===== config.mk =====
export PLATFORM = sky130hd
export DESIGN_NAME = olbe_cell
export DESIGN_NICKNAME = d
export VERILOG_FILES = /design/src/ordered_byte_list_engine_top_defines.svh /design/src/olbe_pkg.sv /design/src/olbe_cell.sv
export SDC_FILE = /design/constraint.sdc
export NUM_CORES = 1
export LEC_CHECK = 0
export BUFFER_PORTS_ARGS = -buffer_cell sky130_fd_sc_hd__buf_4
export CAP_MARGIN = 5
export CORE_ASPECT_RATIO = 1.1
export CORE_MARGIN = 3
export CORE_UTILIZATION = 33
export DETAILED_ROUTE_END_ITERATION = 12
export GPL_TIMING_DRIVEN = 1
export PLACE_DENSITY = 0.74
export SKIP_CTS_REPAIR_TIMING = 1
export SYNTH_ARGS = -nofsm -noshare
export SYNTH_HDL_FRONTEND = slang
export SYNTH_SLANG_ARGS = --single-unit

===== constraint.sdc =====
create_clock -name clk -period 1.8 [get_ports clk]
set_input_delay 0.36 -clock clk [delete_from_list [all_inputs] [get_ports clk]]
set_output_delay 0.36 -clock clk [all_outputs]
set_load 0.005 [all_outputs]

===== src/ordered_byte_list_engine_top_defines.svh =====
// ---------------------------------------------------------------------------
// Ordered byte list engine: assertion macros
// Shared check forms for the ordered byte list engine.
// ---------------------------------------------------------------------------
`ifndef ORDERED_BYTE_LIST_ENGINE_TOP_DEFINES_SVH
`define ORDERED_BYTE_LIST_ENGINE_TOP_DEFINES_SVH

// Same-cycle implication, disabled while in reset.
`define OLBE_ASSERT_NOW(label, ante, cons, msg) \
  label: assert property (@(posedge clk) disable iff (!rst_n) (ante) |-> (cons)) \
    else $error(msg);

// Next-cycle implication, disabled while in reset.
`define OLBE_ASSERT_NEXT(label, ante, cons, msg) \
  label: assert property (@(posedge clk) disable iff (!rst_n) (ante) |=> (cons)) \
    else $error(msg);

`endif


===== src/olbe_pkg.sv =====
// ---------------------------------------------------------------------------
// Ordered byte list engine package
// Types, codes and constants shared by the list cells and the top level.
// ---------------------------------------------------------------------------
`timescale 1ns / 1ps
`default_nettype none

package olbe_pkg;

  localparam int OLBE_CAPACITY = 64;
  localparam int OP_W          = 3;
  localparam int POS_W         = 7;
  localparam int ITEM_W        = 8;
  localparam int LEN_W         = 7;
  localparam int FPOS_W        = 6;

  typedef enum logic [OP_W-1:0] {
    OP_APPEND       = 3'd0,
    OP_REMOVE_LAST  = 3'd1,
    OP_READ         = 3'd2,
    OP_PREPEND      = 3'd3,
    OP_INSERT       = 3'd4,
    OP_REMOVE_FIRST = 3'd5,
    OP_REMOVE_AT    = 3'd6,
    OP_FIND         = 3'd7
  } op_t;

  typedef enum logic [1:0] {
    STAT_OK    = 2'd0,
    STAT_EMPTY = 2'd1,
    STAT_RANGE = 2'd2,
    STAT_FULL  = 2'd3
  } status_t;

  typedef enum logic [1:0] {
    S_IDLE = 2'b01,
    S_SCAN = 2'b10
  } state_t;

  // Command broadcast to every cell of the chain
  typedef struct packed {
    logic              ins;    // open a slot at the position, store item
    logic              del;    // close the slot at the position
    logic              pick;   // cell at the position drives its byte on the tap bus
    logic              start;  // load the search token into cell 0
    logic              step;   // move the search token one cell up
    logic [ITEM_W-1:0] item;
  } cell_cmd_t;

endpackage

`default_nettype wire


===== src/olbe_cell.sv =====
// ---------------------------------------------------------------------------
// Ordered byte list cell
// Holds one list byte; shifts to or from its neighbors on insert and remove,
// and carries the search token along the chain.
// ---------------------------------------------------------------------------
`timescale 1ns / 1ps
`default_nettype none

module olbe_cell
  import olbe_pkg::*;
#(
  parameter int INDEX = 0,
  parameter int PW    = POS_W
) (
  input  wire logic              clk,
  input  wire logic              rst_n,
  input  wire cell_cmd_t         cmd,
  input  wire logic [PW-1:0]     cmd_pos,
  input  wire logic [ITEM_W-1:0] data_left,
  input  wire logic [ITEM_W-1:0] data_right,
  input  wire logic              tok_left,
  output logic [ITEM_W-1:0]      data,
  output logic                   tok,
  output logic [ITEM_W-1:0]      tap,
  output logic                   match
);

  localparam logic [PW-1:0] MY_POS = PW'(INDEX);

  logic [ITEM_W-1:0] data_r, data_nxt;
  logic              tok_r, tok_nxt;
  logic              below, at;

  assign below = (MY_POS < cmd_pos);
  assign at    = (MY_POS == cmd_pos);

  always_comb begin
    data_nxt = data_r;
    if (cmd.ins) begin
      if (at) begin
        data_nxt = cmd.item;
      end else if (!below) begin
        data_nxt = data_left;
      end
    end else if (cmd.del) begin
      if (!below) begin
        data_nxt = data_right;
      end
    end
  end

  always_comb begin
    if (cmd.start) begin
      tok_nxt = (INDEX == 0);
    end else if (cmd.step) begin
      tok_nxt = tok_left;
    end else begin
      tok_nxt = 1'b0;
    end
  end

  always_ff @(posedge clk) begin
    data_r <= data_nxt;
  end

  always_ff @(posedge clk) begin
    if (!rst_n) begin
      tok_r <= 1'b0;
    end else begin
      tok_r <= tok_nxt;
    end
  end

  assign data  = data_r;
  assign tok   = tok_r;
  assign tap   = (cmd.pick && at) ? data_r : '0;
  assign match = tok_r && (data_r == cmd.item);

endmodule

`default_nettype wire


==> impl_metrics.toml, run 1 <==
[sta]
drv_slew = 0
worstMarginPinSlew_ns = 0.354
max_clock_freq_ghz = 0.541
hold_violations = 0
fin_ws_ns = -0.0500
slew_headroom_pct = 76.2
finalCritPeriodShare_pct = 103
rsz0062_at_grt = "true"
fin_crit_ns = 1.85
holdWs_ns = 0.331
finalSetupViolCount = 6

[synthesis]
yosys_most_used_dff = "edfxtp_1"
ys_warn_count = 0
yosysUniqueCellTypes = 24
yosysTopAreaCell = "edfxtp_1"
ys_ff_latch = 9
syn_inst = 74
synth_edf_count = 8
synth_area_leaders = "edfxtp_1 (36%), xnor2_1 (11%), and3_1 (7.6%)"
synth_top_area_share_pct = 36.4
synthTopCellsByCount = "and3_1 (8), edfxtp_1 (8), xnor2_1 (8)"
yosysSeqAreaShare_pct = 39.5
synth_nets = 113
syn_area_um2 = 659
avgSynthCellArea_um2 = 8.91
ys_async_sr_fraction_pct = 0

[global_routing]
grtUsageMet1_pct = 19.3
met2_usage_pct = 26.0
grt_start_max_net_pins = 15
grt_usage_pct = 15.0
use_met3_pct = 3.94
grt_pass1_wl_um = 3040
antenna_found_initial = 0
top_usage_layer = "met2"
grt_remaining_overflow = 0
grt_pass1_vias = 662

[final_layout]
drive_above_1_share_pct = 55.0
antenna_cells = 0
final_cell_area_um2 = 1230
nets = 180
area_growth_pct = 87.3

[detailed_routing]
num_vias = 847
drc = 0
vias_per_cell = 5.07
ant_nets = 0
drt-total-wl_um = 2130
drtIter0Drc = 34
post_drt_wl_per_cell_um = 12.8
first_pass_iters = 4

[placed_design]
placed_cell_area_um2 = 1140
place_congestion = 0.717
post-dp-hpwl_um = 1690
io_buffers = 56

[hold_path]
hold_class = "in2reg"

[critical_path]
cp_max_fo = 6
crit_slowest_cell = "or4_4"
worstPathRequired_ns = 1.44
cp_cell_sequence = "buf_6 > or4_4 > nor2_4 > and3_4 > buf_6"
cp-end-kind = "output port"
criticalPathCategory = "in2out"
cp-start-kind = "primary input"
cpPeakStageDelay_ns = 0.58
crit_arrival_ns = 1.49
crit_top_cell = "buf_6"

[power_and_ir_drop]
switching_share_pct = 23.8
power.share.clock_pct = 29.0
combPwrFrac_pct = 26.7
p_leak_uw = 0.000558
peakVddDrop_uv = 311
p_int_uw = 401
pwr_density_cell_nw_per_um2 = 426
sequentialPowerShare_pct = 44.2
p_sw_uw = 125

[floorplan]
start_util_pct = 35.8
die_h_um = 52.9
dieArea_um2 = 2570
fp.dieW_um = 48.6
rows = 16
io_pins = 57
core_area_um2 = 1840

[clock_tree]
cts-htree-levels = 1
cts_tree = "done"
cts.clk_slew.worst_paths_ns = 0.06
cts-buffers-inserted = 3
cts.path.max_buffers = 2
clock-sinks = 9
root_buffer = "clkbuf_4"

[flow_run]
max_cap_violations = 0

[status]
violations = "setup timing"
outcome = "finished with violations"
==> critical path: cells and delay by family <==
kind                   cells  cell delay (ns)
AND/OR/NAND/NOR            3             0.95
buffers and inverters      2             0.17
==> per-stage QoR <==
step                util [%]  setup slack (ns)  cells  power (uW)  TNS (ns)
finish                  67.1           -0.0500    167         526    -0.258
global route            67.1           -0.0929    167         555    -0.519
CTS                     63.6            -0.168    164         525     -1.29
detailed placement      62.1            -0.168    160         373     -2.24
global placement        62.1            -0.152    160         370     -1.97
floorplan                  -            0.0344     74         281         0
==> layer usage <==
layer,vias up,routed length (um)
met1,382,857
met4,0,0
met2,54,1060
met3,0,214
met5,-,0
li1,411,-
==> worst paths after layout <==
path	startpoint	endpoint	slack [ns]	cells past startpoint
worst min-delay path	rst_n	tok	0.33	2
worst max-delay path	cmd_pos[0]	tap[1]	-0.05	5
==> power by group through the flow <==
| stage | Combinational (uW) | Clock, uW | Sequential [uW] |
|---|---|---|---|
| final | 141 | 153 | 233 |
| after global placement | 132 | 0 | 237 |
| after floorplan | 43.7 | 0 | 237 |
| after detailed placement | 135 | 0 | 237 |
| after CTS | 136 | 156 | 233 |
| after global routing | 154 | 168 | 233 |
==> state kept, by name (all words and copies together) (netlist names) <==
name and flops:
data 8, tok 1
==> cells in the final DEF (no fill, tap or decap), drive strengths merged <==
cell / n
a31oi: 6
nand2: 3
inv: 1
dfxtp: 1
and3: 8
nor4: 1
and2: 2
or4: 1
xnor2: 8
edfxtp: 8
buf: 65
nand4: 1
or3: 1
clkinv: 1
nor2: 8
o21ai: 6
nor2b: 1
clkbuf: 3
a221o: 2
o21a: 1
nor3: 2
a21oi: 7
nand3: 3
==> final cells by class <==
class	instances	area [um^2]
fillers	160	607
repair buffers	65	507
multi-input cells	61	403
flip-flops and latches	9	260
well taps	27	33.8
clock buffers	3	22.5
clock inverters	1	5.00
inverters	1	3.75
==> cell families after synthesis <==
kind of cell              synth area share (%)
and+or+nand+nor                           26.0
AOI/OAI and AO/OA                         19.7
DFF                                       39.5
xor gates and xnor gates                  10.6
buffers and inverters                     4.17
Note: power is estimated with default switching activity, not from simulation.
==> run 2: changes to the inputs <==
--- a/config.mk
+++ b/config.mk
@@ -5,14 +5,13 @@
 export SDC_FILE = /design/constraint.sdc
 export NUM_CORES = 1
 export LEC_CHECK = 0
-export BUFFER_PORTS_ARGS = -buffer_cell sky130_fd_sc_hd__buf_4
 export CAP_MARGIN = 5
-export CORE_ASPECT_RATIO = 1.1
-export CORE_MARGIN = 3
-export CORE_UTILIZATION = 33
+export CORE_AREA = 3 3 40 42
 export DETAILED_ROUTE_END_ITERATION = 12
+export DIE_AREA = 0 0 43 45
+export DONT_BUFFER_PORTS = 1
 export GPL_TIMING_DRIVEN = 1
-export PLACE_DENSITY = 0.74
+export PLACE_DENSITY = 0.67
 export SKIP_CTS_REPAIR_TIMING = 1
 export SYNTH_ARGS = -nofsm -noshare
 export SYNTH_HDL_FRONTEND = slang
==> run 2 against run 1 <==
  * The flow now finishes without violations
  * Largest cell class is now multi-input gates
  * Sequential power about the same
  * Die area down 25%
  * Cell count down 44%
  * First-iteration DRC count down 53%
  * Sequential share of layout area up 15 points
  * Maximum frequency up 6.7%
  * Highest routed layer is now met4
  * Critical path depth down 2
  * Wire length down 28%
  * Hold slack worse by 0.097 ns
==> impl_metrics.toml, run 2 (synthesized netlist as in run 1, its figures left out) <==
[detailed_routing]
num_vias = 584
post_drt_wl_per_cell_um = 16.5
drt-total-wl_um = 1540
vias_per_cell = 6.28
drtIter0Drc = 16
first_pass_iters = 4
drc = 0
ant_nets = 0

[sta]
finalSetupViolCount = 0
drv_slew = 0
worstMarginPinSlew_ns = 0.388
max_clock_freq_ghz = 0.576
fin_tns_setup_ns = 0
finalCritPeriodShare_pct = 96.4
slew_headroom_pct = 73.9
rsz0062_at_grt = "false"
hold_violations = 0
fin_crit_ns = 1.73
fin_ws_ns = 0.0654

[placed_design]
io_buffers = 0
post-dp-hpwl_um = 1290
place_ws_ns = 0.00688
place_congestion = 0.781

[critical_path]
startpoint = "cmd_pos[4]"
worstPathRequired_ns = 1.44
cp-start-kind = "primary input"
crit_arrival_ns = 1.37
cp-end-kind = "output port"
cp_max_fo = 11
criticalPathCategory = "in2out"

[clock_tree]
cts-buffers-inserted = 3
root_buffer = "clkbuf_4"
clock-sinks = 9
cts.clk_slew.worst_paths_ns = 0.06
cts.path.max_buffers = 2
cts_tree = "done"
cts-htree-levels = 1

[floorplan]
fp.dieW_um = 43
rows = 13
start_util_pct = 51.3
dieArea_um2 = 1940
core_area_um2 = 1280
io_pins = 57
die_h_um = 45

[power_and_ir_drop]
p_total_uw = 433
peakVddDrop_uv = 234
pwr_density_cell_nw_per_um2 = 609
p_leak_uw = 0.000254

[final_layout]
nets = 118
antenna_cells = 0
area_growth_pct = 7.97
multi_input_area_um2 = 373
seq_area_um2 = 260
drive_above_1_share_pct = 12.8
largest_register_ffs = 8
fillers = 118
layout_common_cells = "and3_1 (8), xnor2_1 (8), edfxtp_1 (8), a21oi_1 (7)"

[global_routing]
grt_start_max_net_pins = 15
grt_pass1_wl_um = 2160
grt_pass1_vias = 524
antenna_found_initial = 0
grt_usage_pct = 15.6
grt_remaining_overflow = 0

[hold_path]
hold_class = "in2reg"
hp-start = "rst_n"

[flow_run]
max_cap_violations = 0

[status]
outcome = "finished, final reports clean"
## run 2: cell count changes in the layout (fill, tap and decap cells not counted), sizes merged
cell,change
clkinv,-1
clkbuf,+1
nor2,-1
buf,-61
## run 2: metal layers
layer / vias to the layer above / share of wire [%] / GRT usage [%]
met4: 0 / 1.8 / 10.8
met3: 2 / 12 / 1.59
met1: 258 / 40 / 21.9
li1: 285 / - / -
met5: - / 0 / 0
met2: 39 / 46 / 22.5
## run 2: worst paths after layout
kind,end,slack (ns),depth (start not counted)
worst min-delay path,tok,0.23,1
worst max-delay path,tap[7],0.07,3
## run 2: worst max-delay path, stage by stage
cell and delay [ns]:
or4_1 0.58, nor2_4 0.22, and3_1 0.21
## run 2: report_power, final
part / internal (uW) / total (uW) / leakage (uW) / switching (uW)
Sequential: 231 / 233 / 0.0000816 / 2.04
Clock: 85.0 / 149 / 0.0000150 / 64.0
Combinational: 27.4 / 51.0 / 0.000157 / 23.6
Total: 344 / 433 / 0.000254 / 89.7
## run 2: through the flow
step	hold slack [ns]	instance area, um^2	util (%)	std cells
floorplan	0.488	661	-	74
global placement	0.491	686	53.4	89
detailed placement	0.503	686	53.4	89
CTS	0.235	712	55.4	93
global route	0.237	712	55.4	93
finish	0.233	712	55.4	93
## run 2: final cells by class
type / instances / area share, %
inverters: 1 / 0.527
clock buffers: 4 / 3.69
flip-flops and latches: 9 / 36.6
multi-input cells: 60 / 52.4
repair buffers: 4 / 4.22
well taps: 15 / 2.64
==> run 3: changes to the inputs <==
--- a/config.mk
+++ b/config.mk
@@ -6,9 +6,9 @@
 export NUM_CORES = 1
 export LEC_CHECK = 0
 export CAP_MARGIN = 5
-export CORE_AREA = 3 3 40 42
+export CORE_AREA = 2 2 39 41
 export DETAILED_ROUTE_END_ITERATION = 12
-export DIE_AREA = 0 0 43 45
+export DIE_AREA = 0 0 41 43
 export DONT_BUFFER_PORTS = 1
 export GPL_TIMING_DRIVEN = 1
 export PLACE_DENSITY = 0.67
==> run 3 against run 2 <==
  * Sequential share of layout area down 0.63 points
  * Sequential cell count unchanged
  * Maximum frequency up 4.0%
  * Critical endpoint is now tap[2]
  * Design area up 1.8%
  * Critical path depth unchanged
  * Largest power group unchanged
  * Die area down 8.9%
  * Setup slack better by 0.067 ns
  * Critical path type unchanged
  * Non-clock buffer count up 1
==> impl_metrics.toml, run 3 (synthesized netlist as in run 1, its figures left out) <==
[status]
outcome = "finished, final reports clean"

[clock_tree]
clock-sinks = 9
root_buffer = "clkbuf_4"
cts.clk_slew.worst_paths_ns = 0.05
cts-htree-levels = 1
cts.path.max_buffers = 2
cts_tree = "done"
cts-buffers-inserted = 3

[sta]
drv_slew = 0
worstMarginPinSlew_ns = 0.339
finalCritPeriodShare_pct = 92.6
finalSetupViolCount = 0
slew_headroom_pct = 77.2
fin_crit_ns = 1.67
max_clock_freq_ghz = 0.600
fin_tns_setup_ns = 0
hold_violations = 0
rsz0062_at_grt = "false"

[critical_path]
crit_slowest_cell = "or4_4"
cp_cell_sequence = "or4_4 > nor2_4 > and3_1"
criticalPathCategory = "in2out"
cp-start-kind = "primary input"
cp-end-kind = "output port"
cp_max_fo = 10
cp-endpoint = "tap[2]"
startpoint = "cmd_pos[4]"
worstPathRequired_ns = 1.44
crit_arrival_ns = 1.31
cp_top_family = "simple AND/OR/NAND/NOR gates"
cpPeakStageDelay_ns = 0.54
crit_cells = 3
worst-path-buf-inv = 0

[final_layout]
final_cell_area_um2 = 724
layout_common_cells = "and3_1 (8), xnor2_1 (8), edfxtp_1 (8), a21oi_1 (7)"
final_util_pct = 52.4
drive_above_1_share_pct = 15.2
area_growth_pct = 9.87
largest_register_ffs = 8
nets = 119
antenna_cells = 0

[global_routing]
grt_usage_pct = 17.7
grt_remaining_overflow = 0
grt_start_max_net_pins = 15
grt_pass1_wl_um = 2110
grt_pass1_vias = 553
antenna_found_initial = 0

[power_and_ir_drop]
p_leak_uw = 0.000262
peakVddDrop_uv = 195
pwr_density_cell_nw_per_um2 = 599
p_total_uw = 434

[floorplan]
fp.dieW_um = 41
start_util_pct = 47.6
rows = 14
io_pins = 57
core_area_um2 = 1380
die_h_um = 43
dieArea_um2 = 1760

[detailed_routing]
first_pass_iters = 4
num_vias = 627
ant_nets = 0
drc = 0
vias_per_cell = 6.60
drtIter0Drc = 21
post_drt_wl_per_cell_um = 16.0
drt-total-wl_um = 1520

[placed_design]
place_congestion = 0.754
post-dp-hpwl_um = 1270
placed_cell_area_um2 = 679
io_buffers = 0

[flow_run]
max_cap_violations = 0

[hold_path]
hold_class = "in2reg"
==> run 3: cell types whose count changed in the layout (fill, tap and decap cells not counted), sizes merged <==
cell	change
buf	+1
==> run 3: worst min-delay path by stage <==
stage,start,end,slack (ns),cells after the start
floorplan,rst_n,tok,0.49,1
global placement,rst_n,tok,0.49,1
detailed placement,rst_n,tok,0.50,1
CTS,rst_n,tok,0.22,1
global route,rst_n,tok,0.23,1
finish,rst_n,tok,0.23,1
==> run 3: per-layer routing <==
metal,track usage (%),vias up,routed length (um)
li1,-,288,-
met4,10.0,0,32
met3,1.57,3,177
met1,24.7,281,604
met2,25.6,55,707
met5,0,-,0
==> run 3: final cells by class <==
cell class	count	area [um^2]
Multi-Input combinational cell	60	377
Timing Repair Buffer	5	37.5
Clock buffer	4	26.3
Inverter	1	3.75
Sequential cell	9	260
Fill cell	135	659
Tap cell	16	20.0
==> run 3: power by group <==
group	switching (uW)	internal, uW	leakage [uW]
Combinational	23.5	27.2	0.000165
Sequential	2.07	231	0.0000816
Clock	64.4	85.0	0.0000150
==> run 3: through the flow <==
stage | std cells | setup WS [ns] | hold slack (ns)
finish | 95 | 0.133 | 0.229
global route | 95 | 0.0589 | 0.235
CTS | 93 | 0.0363 | 0.222
detailed placement | 89 | 0.0162 | 0.497
global placement | 89 | 0.0290 | 0.493
floorplan | 74 | 0.0344 | 0.488
